==> config.mk <==
export PLATFORM = sky130hd
export DESIGN_NAME = battery_meter_display_encoder
export DESIGN_NICKNAME = d
export VERILOG_FILES = /design/src/rtl/bmde_pkg.sv /design/src/rtl/bmde_encode.sv /design/src/rtl/battery_meter_display_encoder.sv
export VERILOG_INCLUDE_DIRS = /design/src /design/src/rtl
export SDC_FILE = /design/constraint.sdc
export NUM_CORES = 1
export LEC_CHECK = 0
export ABC_AREA = 1
export BUFFER_PORTS_ARGS = -buffer_cell sky130_fd_sc_hd__buf_4
export CORE_MARGIN = 2
export CORE_UTILIZATION = 55
export CTS_BUF_LIST = sky130_fd_sc_hd__clkbuf_4
export DETAILED_ROUTE_END_ITERATION = 8
export GPL_TIMING_DRIVEN = 0
export PLACE_DENSITY = 0.81
export SYNTH_ARGS = -nofsm -noshare
export SYNTH_HDL_FRONTEND = slang
export SYNTH_SLANG_ARGS = --single-unit
==> constraint.sdc <==
create_clock -name clock -period 11.9 [get_ports clock]
set_input_delay 1.19 -clock clock [delete_from_list [all_inputs] [get_ports clock]]
set_output_delay 1.19 -clock clock [all_outputs]
set_load 0.005 [all_outputs]
==> src/rtl/battery_meter_display_encoder_macros.svh <==
// Assertion macros for the battery meter display encoder.
`ifndef BATTERY_METER_DISPLAY_ENCODER_MACROS_SVH
`define BATTERY_METER_DISPLAY_ENCODER_MACROS_SVH

// Condition must hold in the same cycle as the trigger.
`define BMDE_ASSERT_NOW(lbl, clk, rst, ante, cons) \
   lbl: assert property (@(posedge clk) disable iff (rst) (ante) |-> (cons)) \
      else $error("bmde assertion failed");

// Condition must hold in the cycle after the trigger.
`define BMDE_ASSERT_NEXT(lbl, clk, rst, ante, cons) \
   lbl: assert property (@(posedge clk) disable iff (rst) (ante) |=> (cons)) \
      else $error("bmde assertion failed");

`endif

==> src/rtl/bmde_pkg.sv <==
`timescale 1ns / 1ps

package bmde_pkg;

   typedef struct packed {
      logic signed [15:0] voltage_raw;
      logic [7:0]         status_byte;
   } req_type;

   typedef struct packed {
      logic [28:0] display_bits;
      logic        error;
   } rsp_type;

   // display word layout
   localparam int unsigned MARK_PCT   = 0;
   localparam int unsigned MARK_VOLT  = 1;
   localparam int unsigned MARK_DP    = 2;
   localparam int unsigned DIGIT_R_LSB = 3;
   localparam int unsigned DIGIT_M_LSB = 10;
   localparam int unsigned DIGIT_L_LSB = 17;
   localparam int unsigned BAR_LSB    = 24;
   localparam int unsigned PCT_MODE_BIT = 4;

   localparam logic [13:0] MV_OFFSET = 14'd3000;
   localparam logic [6:0]  PCT_MAX   = 7'd100;

   localparam logic [6:0] BAR_TH0 = 7'd5;
   localparam logic [6:0] BAR_TH1 = 7'd29;
   localparam logic [6:0] BAR_TH2 = 7'd49;
   localparam logic [6:0] BAR_TH3 = 7'd69;
   localparam logic [6:0] BAR_TH4 = 7'd89;

   // reciprocal multipliers: floor(x * RECIP >> SHIFT) is exact for 14-bit x
   localparam logic [15:0] RECIP10   = 16'd52429;  // >> 19
   localparam logic [12:0] RECIP100  = 13'd5243;   // >> 19
   localparam logic [14:0] RECIP1000 = 15'd16778;  // >> 24
   localparam logic [7:0]  RECIP10_PCT = 8'd205;   // >> 11, exact up to 100

   function automatic logic [6:0] seg7(input logic [3:0] digit);
      logic [6:0] pat;
      case (digit)
         4'd0: pat = 7'h3F;
         4'd1: pat = 7'h06;
         4'd2: pat = 7'h5B;
         4'd3: pat = 7'h4F;
         4'd4: pat = 7'h66;
         4'd5: pat = 7'h6D;
         4'd6: pat = 7'h7D;
         4'd7: pat = 7'h07;
         4'd8: pat = 7'h7F;
         4'd9: pat = 7'h6F;
         default: pat = 7'h00;
      endcase
      return pat;
   endfunction

endpackage

==> src/rtl/bmde_encode.sv <==
`timescale 1ns / 1ps

module bmde_encode (
   input  bmde_pkg::req_type item_i,
   output bmde_pkg::rsp_type item_o
);

   logic [13:0] mv;
   logic [29:0] p10;
   logic [26:0] p100;
   logic [28:0] p1000;
   logic [10:0] q10;
   logic [7:0]  q100;
   logic [4:0]  q1000;
   logic [3:0]  rem;
   logic [3:0]  r0, m0, l0, r1, m1, l1, vr, vm, vl;
   logic        carry_r, carry_m;
   logic [13:0] over;
   logic [10:0] over_sh;
   logic [6:0]  pct;
   logic [14:0] pq;
   logic [3:0]  pt, pr, pm;
   logic        pl;
   logic [28:0] disp;

   always_comb begin
      mv = item_i.voltage_raw[14:1];

      // volts digits from parallel reciprocal multiplies
      p10   = 30'(mv) * 30'(bmde_pkg::RECIP10);
      p100  = 27'(mv) * 27'(bmde_pkg::RECIP100);
      p1000 = 29'(mv) * 29'(bmde_pkg::RECIP1000);
      q10   = p10[29:19];
      q100  = p100[26:19];
      q1000 = p1000[28:24];
      rem = 4'(mv - 14'(q10) * 14'd10);
      r0  = 4'(q10 - 11'(q100) * 11'd10);
      m0  = 4'(q100 - 8'(q1000) * 8'd10);
      l0  = (q1000 >= 5'd10) ? 4'(q1000 - 5'd10) : q1000[3:0];

      // round up on a dropped digit above five, ripple the carry
      r1      = r0 + ((rem > 4'd5) ? 4'd1 : 4'd0);
      carry_r = (r1 == 4'd10);
      vr      = carry_r ? 4'd0 : r1;
      m1      = m0 + (carry_r ? 4'd1 : 4'd0);
      carry_m = (m1 == 4'd10);
      vm      = carry_m ? 4'd0 : m1;
      l1      = l0 + (carry_m ? 4'd1 : 4'd0);
      vl      = (l1 == 4'd10) ? 4'd0 : l1;

      // percent, clamped
      over    = mv - bmde_pkg::MV_OFFSET;
      over_sh = over[13:3];
      if (mv < bmde_pkg::MV_OFFSET) begin
         pct = 7'd0;
      end else if (over_sh > 11'(bmde_pkg::PCT_MAX)) begin
         pct = bmde_pkg::PCT_MAX;
      end else begin
         pct = over_sh[6:0];
      end
      pq = 15'(pct) * 15'(bmde_pkg::RECIP10_PCT);
      pt = pq[14:11];
      pr = 4'(pct - 7'(pt) * 7'd10);
      pl = (pt >= 4'd10);
      pm = pl ? 4'd0 : pt;

      disp = '0;
      if (item_i.status_byte[bmde_pkg::PCT_MODE_BIT]) begin
         disp[bmde_pkg::MARK_PCT] = 1'b1;
         if (pl) begin
            disp[bmde_pkg::DIGIT_L_LSB +: 7] = bmde_pkg::seg7(4'd1);
         end
         if (pl || pm != 4'd0) begin
            disp[bmde_pkg::DIGIT_M_LSB +: 7] = bmde_pkg::seg7(pm);
         end
         disp[bmde_pkg::DIGIT_R_LSB +: 7] = bmde_pkg::seg7(pr);
      end else begin
         disp[bmde_pkg::MARK_VOLT] = 1'b1;
         disp[bmde_pkg::MARK_DP]   = 1'b1;
         disp[bmde_pkg::DIGIT_L_LSB +: 7] = bmde_pkg::seg7(vl);
         disp[bmde_pkg::DIGIT_M_LSB +: 7] = bmde_pkg::seg7(vm);
         disp[bmde_pkg::DIGIT_R_LSB +: 7] = bmde_pkg::seg7(vr);
      end
      disp[bmde_pkg::BAR_LSB + 0] = (pct > bmde_pkg::BAR_TH0);
      disp[bmde_pkg::BAR_LSB + 1] = (pct > bmde_pkg::BAR_TH1);
      disp[bmde_pkg::BAR_LSB + 2] = (pct > bmde_pkg::BAR_TH2);
      disp[bmde_pkg::BAR_LSB + 3] = (pct > bmde_pkg::BAR_TH3);
      disp[bmde_pkg::BAR_LSB + 4] = (pct > bmde_pkg::BAR_TH4);

      // negative sample: miswired sensor, blank word
      if (item_i.voltage_raw[15]) begin
         item_o.display_bits = '0;
         item_o.error        = 1'b1;
      end else begin
         item_o.display_bits = disp;
         item_o.error        = 1'b0;
      end
   end

endmodule

==> src/rtl/battery_meter_display_encoder.sv <==
`timescale 1ns / 1ps
// Channel   | Ports                          | Handshake
// ----------+--------------------------------+---------------------------
// request   | start, busy, req_item          | item taken when start && !busy
// response  | rsp_valid, rsp_item            | one-cycle strobe, no back-pressure
//
// One item per cycle; busy never rises. Each item is captured in the input
// register, encoded by the reciprocal-multiply digit logic and captured in
// the result register, whose strobe lasts one cycle.
// Synchronous reset clears both valid flags; items in flight are dropped.

`include "battery_meter_display_encoder_macros.svh"

module battery_meter_display_encoder (
   input  logic               clock,
   input  logic               reset,
   input  logic               start,
   output logic               busy,
   input  bmde_pkg::req_type  req_item,
   output logic               rsp_valid,
   output bmde_pkg::rsp_type  rsp_item
);

   logic              in_valid_ff, in_valid_in;
   bmde_pkg::req_type in_item_ff;
   logic              out_valid_ff, out_valid_in;
   bmde_pkg::rsp_type out_item_ff, out_item_in;

   assign busy         = 1'b0;
   assign in_valid_in  = start && !busy;
   assign out_valid_in = in_valid_ff;

   bmde_encode u_encode (
      .item_i (in_item_ff),
      .item_o (out_item_in)
   );

   always_ff @(posedge clock) begin
      if (reset) begin
         in_valid_ff  <= 1'b0;
         out_valid_ff <= 1'b0;
      end else begin
         in_valid_ff  <= in_valid_in;
         out_valid_ff <= out_valid_in;
      end
   end

   always_ff @(posedge clock) begin
      if (in_valid_in) begin
         in_item_ff <= req_item;
      end
      out_item_ff <= out_item_in;
   end

   assign rsp_valid = out_valid_ff;
   assign rsp_item  = out_item_ff;

   `BMDE_ASSERT_NEXT(a_stage_fwd, clock, reset, in_valid_ff, rsp_valid)
   `BMDE_ASSERT_NEXT(a_no_phantom, clock, reset, !in_valid_ff, !rsp_valid)
   `BMDE_ASSERT_NOW(a_err_blank, clock, reset, rsp_valid && rsp_item.error, rsp_item.display_bits == 29'd0)
   `BMDE_ASSERT_NOW(a_one_mode, clock, reset, rsp_valid && !rsp_item.error, rsp_item.display_bits[0] != rsp_item.display_bits[1])

endmodule
* Word level (Yosys, flattened, before mapping)
Memory sizes are Yosys's and may differ from the RTL's. Index checks and enable logic that the tools add are counted.
Cells by class: $add $sub $neg 9, multipliers 8, magnitude comparators 10, equality and inequality tests 3, mux-type cells 16, reductions and logical operators 2
Operators with widths (number):
- $mul A14 B16 Y30 const B | 1
- $mul A14 B14 Y28 const B | 1
- $mul A14 B13 Y27 const B | 1
- $mux W21 | 1
- $mux W7 | 3
- $mux W4 | 5
- $sub A4 B4 Y4 | 4
- $mul A7 B8 Y15 const B | 1
- $gt A7 B7 Y1 const B | 2
- $lt A14 B12 Y1 const B | 1
- $sub A14 B12 Y14 const B | 1
- $add A4 B4 Y4 | 3
- $eq A4 B4 Y1 const B | 3
- $gt A11 B7 Y1 const B | 1
- $mul A11 B3 Y3 const B | 1
- $mul A8 B3 Y3 const B | 1
- $gt A7 B3 Y1 const B | 1
- $gt A7 B5 Y1 const B | 1
- $gt A7 B6 Y1 const B | 1
- $ge A5 B4 Y1 const B | 1
- $mul A5 B3 Y3 const B | 1
- $mux W1 | 5
- $ge A4 B4 Y1 const B | 1
- $gt A4 B3 Y1 const B | 1
- 6 further kinds | 6
Word-level totals: bits in registers 53, bits in read-only memories 560, input port bits 27, memories 5
Memories:
- (name not given) | depth 16, bits a word 7, rd ports 1, clocked after memory_dff 0, wr ports 0, line bmde_pkg.sv:42 | case (digit)
- (name not given) | depth 16, bits a word 7, rd ports 1, clocked after memory_dff 0, wr ports 0, line bmde_pkg.sv:42
- (name not given) | depth 16, bits a word 7, rd ports 1, clocked after memory_dff 0, wr ports 0, line bmde_pkg.sv:42
- (name not given) | depth 16, bits a word 7, rd ports 1, clocked after memory_dff 0, wr ports 0, line bmde_pkg.sv:42
- (name not given) | depth 16, bits a word 7, rd ports 1, clocked after memory_dff 0, wr ports 0, line bmde_pkg.sv:42

* Logic depth before layout (Yosys ltp)
Gate-level depths: netlist (run 1). An unclocked memory read counts as a cell.
depth in word-level cells 16, mapped depth 61

* Cells and area by module
From an unflattened synthesis (run 1), not the netlist that was laid out.
Second synthesis, totals: cells, all modules 1627, area, all modules 13190.2 µm²
By module, submodules not included:
- bmde_encode | times used 1, cells an instance 1565, area an instance 11802.6 µm², seq. area each 0.0 µm²
- battery_meter_display_encoder | times used 1, cells an instance 62, area an instance 1387.6 µm², seq. area each 1361.3 µm²

* Worst setup path after synthesis (run 1)
OpenSTA, ideal clock, no wires.
path type register -> register, from reg in_item_ff[21] (netlist name), to reg out_item_ff (netlist bit rsp_item[21]), setup time 0.118 ns, arrival 9.425 ns, path slack 2.357 ns, stages on the path, launching flop included 56, clock period less this slack 9.543 ns, cells stage by stage edfxtp_1 > inv_2 > ha_1 > inv_1 > fa_1 > fa_1 > fa_1 > inv_1 > fa_1 > inv_1 > fa_1 > inv_1 > ha_1 > nand2_1 > o21ai_0 > a21oi_1 > o21ai_0 > or2_2 > [... 20 more ...] > xor2_1 > xor2_1 > or2_1 > nand2_2 > inv_2 > nor2_2 > ha_1 > ha_1 > inv_1 > nand3_1 > nand2_2 > nand2_1 > o21ai_2 > ha_1 > nand2_1 > nand2_1 > nand2_1 > a21oi_1
Between the ends: word-level cells in the longest chain between the ends 16, elaborated cells between the ends (all ways) 25, classes of those cells add/sub (7); mul (6); order compare (2); eq/ne (3); mux (6); memory (1)
Ends and longest elaborated chain:
- from (decl) | line battery_meter_display_encoder.sv:25 | bmde_pkg::req_type in_item_ff;
- from (signal assigned) | line battery_meter_display_encoder.sv:50 | in_item_ff <= req_item;
- $mul A14 B16 Y30 | line bmde_encode.sv:30 | p10 = 30'(mv) * 30'(bmde_pkg::RECIP10);
- $mul A11 B3 Y3 | line bmde_encode.sv:36 | rem = 4'(mv - 14'(q10) * 14'd10);
- $sub A4 B4 Y4 | line bmde_encode.sv:36
- $gt A4 B3 Y1 | line bmde_encode.sv:42 | r1 = r0 + ((rem > 4'd5) ? 4'd1 : 4'd0);
- $mux W1 | line bmde_encode.sv:42
- $add A4 B4 Y4 | line bmde_encode.sv:42
- $eq A4 B4 Y1 | line bmde_encode.sv:43 | carry_r = (r1 == 4'd10);
- $mux W1 | line bmde_encode.sv:45 | m1 = m0 + (carry_r ? 4'd1 : 4'd0);
- $add A4 B4 Y4 | line bmde_encode.sv:45
- $eq A4 B4 Y1 | line bmde_encode.sv:46 | carry_m = (m1 == 4'd10);
- $mux W1 | line bmde_encode.sv:48 | l1 = l0 + (carry_m ? 4'd1 : 4'd0);
- $add A4 B4 Y4 (*) | line bmde_encode.sv:48
- $eq A4 B4 Y1 | line bmde_encode.sv:49 | vl = (l1 == 4'd10) ? 4'd0 : l1;
- $mux W4 (*) | line bmde_encode.sv:49
- $mem_v2 Z16 W7 (*)
- $mux W21 (*) | line bmde_encode.sv:68 | if (item_i.status_byte[bmde_pkg::PCT_MODE_BIT]) begin
- to (signal assigned) | line battery_meter_display_encoder.sv:52 | out_item_ff <= out_item_in;
- to (decl) | line battery_meter_display_encoder.sv:27 | bmde_pkg::rsp_type out_item_ff, out_item_in;
Every way passes the cells marked *; elsewhere a longest branch is shown, timed or not. A chain may end at the register's enable or synchronous reset.

* Worst setup path in the final report (run 1)
from reg in_item_ff[15] (netlist name), to reg out_item_ff (netlist bit rsp_item[23])
The elaborated chain is that of the path after synthesis.

==> flow_summary_export.csv, run 1 <==
group,metric,value,unit
synth,muxShareOfSynthArea,0.0773,%
timing,fmax,0.0906,GHz
clocking,cts_tree,"yes",
finish,n_antenna_cell,0,
clocking,ctsResizeCount,0,
timing,final_hold_viol_count,0,
finish,area_growth,6.87,%
synth,synth-xor-area-share,1.76,%
job,cap_violations,0,
floorplan,rows,56,
critical_path,reg2reg_from,"in_item_ff[15]",
global_routing,grt.total_usage,25.7,%
critical_path,crit_slowest_cell,"edfxtp_1",
floorplan,io-pin-count,59,
timing,period_minus_slack,11.04,ns
critical_path,regToRegEndpoint,"rsp_item[23]",
global_routing,grt_pass1_wl,49700,um
routing,wl_per_cell,15.1,um
place,port_buffers,49,
routing,dr.pass1.iters,5,
status,outcome,"completed",
clocking,cts_setup_buffers,0,
timing,finalCritPeriodShare,92.8,%
routing,vias,10500,
critical_path,r2r_cells,55,
timing,setup_slack,0.858,ns
clocking,path_clk_slew,0.15,ns
global_routing,grt_max_degree,18,
critical_path,required,12.25,ns
clocking,clock-sinks,47,
timing,finalMaxSlewViolations,0,
synth,synth_seq_cells,47,
floorplan,dieWidth,157,um
synth,async_flop_share,0,%
finish,drive_above_1_share,7.42,%
clocking,h-tree-depth,2,
synth,synth_top_family_by_area,"adder cells",
routing,drtIter0Drc,651,
routing,viasPerCell,5.19,
synth,avgSynthCellArea,7.94,um2
global_routing,grt-ovfl-total,0,
floorplan,die_area,24800,um2
synth,synthesis.area,13000,um2
critical_path,crit_path_end_kind,"register",
critical_path,startpoint,"in_item_ff[15]",
synth,syn_nets,2121,
hold_path,min-delay-start,"in_valid_ff",
place,pre_cts_slack,0.761,ns
hold_path,min_to,"rsp_valid",
synth,synth_cells,1631,
routing,drc,0,
routing,routed_wl,30400,um
timing,grt_setup_unrepaired,"false",
finish,final_common_cell,"inv_1",
synth,yosys.area_share.adder,53.0,%
critical_path,crit_type,"reg -> reg",
timing,tns,0,ns
clocking,ctsHoldBuffers,0,
clocking,clk_latency,0.41,ns
floorplan,die_h,157,um
floorplan,core_area,23300,um2
synth,synth_top_flop_cell,"dfxtp_1",
clocking,clk_path_buf_depth,2,
global_routing,grt_pass1_vias,10500,
finish,layout_common_cells,"inv_1, ha_1, nand2_1",
routing,drtAntennaViolNets,0,
global_routing,antenna_found_initial,0,
synth,synthSimpleGateAreaFrac,18.2,%
timing,skew,0.0143,ns
hold_path,min_path_type,"reg -> reg",
critical_path,r2r_setup_slack,0.86,ns
place,hpwl,26200,um
critical_path,arrival,11.39,ns
critical_path,worst-path-max-fanout,14,
critical_path,cp-start-kind,"register",
timing,setup_violations,0,
hold_path,min_delay_path_depth,2,
synth,yosysSeqAreaShare,8.50,%
clocking,clk_root_buffer_cell,"clkbuf_4",
timing,tightest_slew,0.977,ns
place,dpl_cell_area,13700,um2
finish,finalInstanceArea,13800,um2
clocking,tritoncts.num_buffers,5,
finish,num-nets-final,2186,
synth,synth-compound-area-share,6.08,%
timing,slew_headroom,34.9,%
floorplan,initial_core_util,55.7,%
critical_path,critPathMaxStageDelay,1.02,ns
place,gp_congestion,0.902,
timing,whs,0.425,ns
critical_path,crit_path_frequent_cell,"inv_1",
synth,yosys_warnings,0,
synth,synth_edf_count,16,
synth,synth.lib_cells_used.distinct,48,
[sequential cells by signal (all words and copies together), names as in the netlist]
name         cells
in_valid_ff      1
rsp_item        29
rsp_valid        1
in_item_ff      16
[worst max-delay path, delay by kind of cell, from the launching register on]
kind / cells / cell delay (ns)
AND/OR/NAND/NOR: 14 / 1.54
flip-flops: 1 / 1.02
buffers and inverters: 12 / 1.25
XOR/XNOR: 4 / 1.02
adder cells (fa/ha/maj): 14 / 4.35
AO/OA/AOI/OAI: 11 / 1.77
[how the worst max path moves through the flow]
stage / to / slack, ns / cells past startpoint
after detailed placement: rsp_item[23] / 0.76 / 55
after global routing: rsp_item[23] / 0.11 / 55
after floorplan: rsp_item[21] / 2.36 / 55
final: rsp_item[23] / 0.86 / 55
after global placement: rsp_item[21] / 1.07 / 55
after CTS: rsp_item[23] / 0.69 / 55
[layout make-up]
cell class                      count  area [um2]
Buffer                              4        26.3
Tap cell                          319         399
Inverter                          420        1580
Sequential cell                    47        1100
Timing Repair Buffer               58         435
Clock buffer                        5        37.5
Multi-Input combinational cell   1160       10300
Fill cell                        2060        9420
Clock inverter                      3        17.5
[cells by family after synthesis]
group,after synthesis
other cells,1
buf+inv,424
flops,47
mux,1
xor+xnor,23
fa+ha+maj,463
compound gates,141
simple gates,531
[Yosys cell counts (all sizes together), types with 4 or more instances]
cell type  instances  area (um2)
inv              419        1570
nand2            323        1300
ha               320        4000
fa               143        2860
nand3             88         465
nor2              77         304
a21oi             68         344
o21ai             44         224
dfxtp             31         621
nand4             18         113
xor2              17         175
edfxtp            16         480
nor3               8        50.1
or2                8        50.1
o211ai             6        45.0
xnor2              6        52.6
nand3b             5        37.5
o21bai             5        37.5
a21o               4        30.0
[metrics by stage]
step | cells | utilization (%)
finish | 2016 | 59.5
detailed placement | 1999 | 59.0
floorplan | 1631 | -
global route | 2016 | 59.5
global placement | 1999 | 59.0
CTS | 2007 | 59.2
[layer usage]
metal  vias up  global-route usage, %  routed length (um)
met3        79                   3.74                2040
li1       5227                      -                   -
met1      4862                   34.6               13500
met5         -                      0                   0
met4         0                   10.3                1340
met2       301                   41.8               13500
Power of run 1 is left out: the tool's default activity adds up to more than one toggle a clock period on the data nets, which glitch-free logic cannot reach.
==> run 2: changes to the inputs <==
--- a/config.mk
+++ b/config.mk
@@ -6,14 +6,15 @@
 export SDC_FILE = /design/constraint.sdc
 export NUM_CORES = 1
 export LEC_CHECK = 0
-export ABC_AREA = 1
+export ABC_AREA = 0
 export BUFFER_PORTS_ARGS = -buffer_cell sky130_fd_sc_hd__buf_4
 export CORE_MARGIN = 2
 export CORE_UTILIZATION = 55
 export CTS_BUF_LIST = sky130_fd_sc_hd__clkbuf_4
+export CTS_CLUSTER_SIZE = 30
 export DETAILED_ROUTE_END_ITERATION = 8
 export GPL_TIMING_DRIVEN = 0
-export PLACE_DENSITY = 0.81
+export PLACE_DENSITY = 0.82
 export SYNTH_ARGS = -nofsm -noshare
 export SYNTH_HDL_FRONTEND = slang
 export SYNTH_SLANG_ARGS = --single-unit
==> run 2 against run 1 <==
Against the previous run: wire length increased by 4.6%; non-clock buffer count increased by 42; global-route usage increased by 0.95 points; via count decreased by 4.2%.
==> flow_summary_export.csv, run 2 <==
group,metric,value,unit
status,outcome,"completed",
job,cap_violations,0,
routing,drtIter0Drc,673,
critical_path,crit_slowest_cell,"fa_1",
critical_path,r2r_setup_slack,0.21,ns
finish,num-nets-final,1935,
timing,finalCritPeriodShare,98.2,%
clocking,ctsHoldBuffers,0,
global_routing,grt_max_degree,18,
global_routing,grt.total_usage,26.7,%
routing,drtAntennaViolNets,0,
place,port_buffers,49,
synth,synth-compound-area-share,12.5,%
synth,synth_seq_cells,47,
timing,grt_setup_unrepaired,"true",
critical_path,crit_type,"reg -> reg",
floorplan,die_area,24000,um2
critical_path,crit_path_end_kind,"register",
timing,period_minus_slack,11.69,ns
finish,multi_input_area,10300,um2
routing,wl_per_cell,18.4,um
floorplan,die_h,155,um
synth,synth_top_cell_by_area,"ha_1",
clocking,clk_path_buf_depth,2,
finish,fillers,1780,
critical_path,arrival,11.96,ns
hold_path,min_path_type,"reg -> reg",
timing,finalMaxSlewViolations,0,
global_routing,grt_pass1_vias,10500,
timing,fmax,0.0855,GHz
synth,synthSimpleGateAreaFrac,8.63,%
synth,synth_common_cells,"inv_1, ha_1, fa_1, nand2_1, a21oi_1",
routing,viasPerCell,5.79,
critical_path,required,12.17,ns
synth,synth.lib_cells_used.distinct,83,
place,gp_congestion,0.969,
clocking,clk_root_buffer_cell,"clkbuf_4",
synth,synth_top_area_share,32.0,%
timing,final_hold_viol_count,0,
finish,drive_above_1_share,12.4,%
clocking,clock-sinks,47,
synth,synth_top_family_by_area,"adder cells",
critical_path,cp-start-kind,"register",
routing,drc,0,
finish,n_antenna_cell,0,
synth,synth_edf_count,16,
global_routing,grt-ovfl-total,0,
synth,synthTopCellsByArea,"ha_1, fa_1, inv_1",
synth,syn_nets,1842,
finish,seq_area,1100,um2
global_routing,antenna_found_initial,0,
clocking,cts_tree,"yes",
synth,async_flop_share,0,%
synth,synth_cells,1352,
floorplan,core_area,22500,um2
floorplan,dieWidth,155,um
synth,synth-xor-area-share,3.30,%
critical_path,worst-path-max-fanout,3,
critical_path,critPathMaxStageDelay,0.55,ns
synth,synth.most_common_cell,"inv_1",
synth,synthesis.area,12500,um2
place,dp_cells,1686,
clocking,h-tree-depth,2,
floorplan,initial_core_util,55.6,%
routing,vias,10000,
finish,layout_common_cells,"inv_1, ha_1, fa_1",
clocking,path_clk_slew,0.15,ns
timing,setup_violations,0,
critical_path,crit_path_frequent_cell,"xnor2_1",
finish,final_common_cell,"inv_1",
place,hpwl,25200,um
floorplan,io-pin-count,59,
timing,tightest_slew,1.02,ns
synth,synth_top_flop_cell,"dfxtp_1",
finish,largest_reg_flops,29,
finish,area_growth,11.3,%
global_routing,grt_pass1_wl,51000,um
finish,fin_cells,1731,
synth,yosys.area_share.adder,54.9,%
clocking,clk_latency,0.40,ns
timing,whs,0.396,ns
routing,dr.pass1.iters,7,
floorplan,rows,55,
synth,muxShareOfSynthArea,0.940,%
synth,yosysSeqAreaShare,8.80,%
timing,slew_headroom,31.5,%
timing,skew,0.0140,ns
synth,avgSynthCellArea,9.26,um2
clocking,tritoncts.num_buffers,5,
routing,routed_wl,31800,um
synth,yosys_warnings,0,
## run 2: changes by cell type in the layout (fill, tap and decap cells not counted), sizes merged, moves of 14 or more
cell / before / now
nand2: 323 / 59
inv: 420 / 339
nand3: 88 / 22
nor2: 77 / 40
buf: 61 / 93
xnor2: 6 / 29
a21oi: 68 / 46
a211oi: 3 / 18
o21ai: 44 / 30
## run 2: per-stage QoR
stage	instance area (um2)	util, %	setup TNS [ns]	worst slack, ns
after floorplan	12500	-	0	0.0332
after global placement	13300	58.9	-10.08	-1.56
after detailed placement	13300	58.9	-12.90	-1.79
after CTS	13700	60.9	0	0.0145
after global routing	13900	61.9	-1.23	-0.324
final	13900	61.9	0	0.209
## run 2: final cells by class
type / count / area share, %
flip-flops and latches: 47 / 7.90
clock buffers: 5 / 0.269
multi-input cells: 945 / 74.1
clock inverters: 3 / 0.332
repair buffers: 88 / 4.82
plain buffers: 16 / 0.718
well taps: 285 / 2.56
inverters: 342 / 9.32
## run 2: worst paths after layout
check / from / to / cells after the start
setup / recovery: in_item_ff[21] / rsp_item[22] / 55
hold / removal: in_item_ff[23] / rsp_item[0] / 0
setup reg to reg: in_item_ff[21] / rsp_item[22] / 55
hold reg to reg: in_item_ff[23] / rsp_item[0] / 0
## run 2: cells by family after synthesis
family                     after synthesis
and+or+nand+nor                        209
DFF                                     47
AOI/OAI and AO/OA                      217
other                                    1
muxes                                   11
xor gates and xnor gates                44
buffers and inverters                  360
adders and majority gates              463
## run 2: worst max-delay path, delay by kind of cell (launching register included)
| family | cells | cell delay [ns] |
|---|---|---|
| compound gates | 12 | 2.34 |
| flops | 1 | 0.45 |
| buf+inv | 8 | 0.92 |
| fa+ha+maj | 13 | 4.32 |
| xor+xnor | 11 | 1.96 |
| simple gates | 11 | 1.55 |
## run 2: layer usage
layer	up-vias	routed length, um	track usage [%]
met1	4858	12800	33.4
li1	4672	-	-
met4	0	1620	12.8
met5	-	0	0
met3	99	2220	3.75
met2	399	15200	45.5
## run 2: what timing repair did
item | in CTS | in global routing
buffers inserted | 32 | 7
pin swaps | 18 | 41
gates resized for setup | 35 | 35
endpoints found under the setup margin | 13 | 7
endpoints found under the hold margin | 0 | 0
Power of run 2 is left out for the same reason.
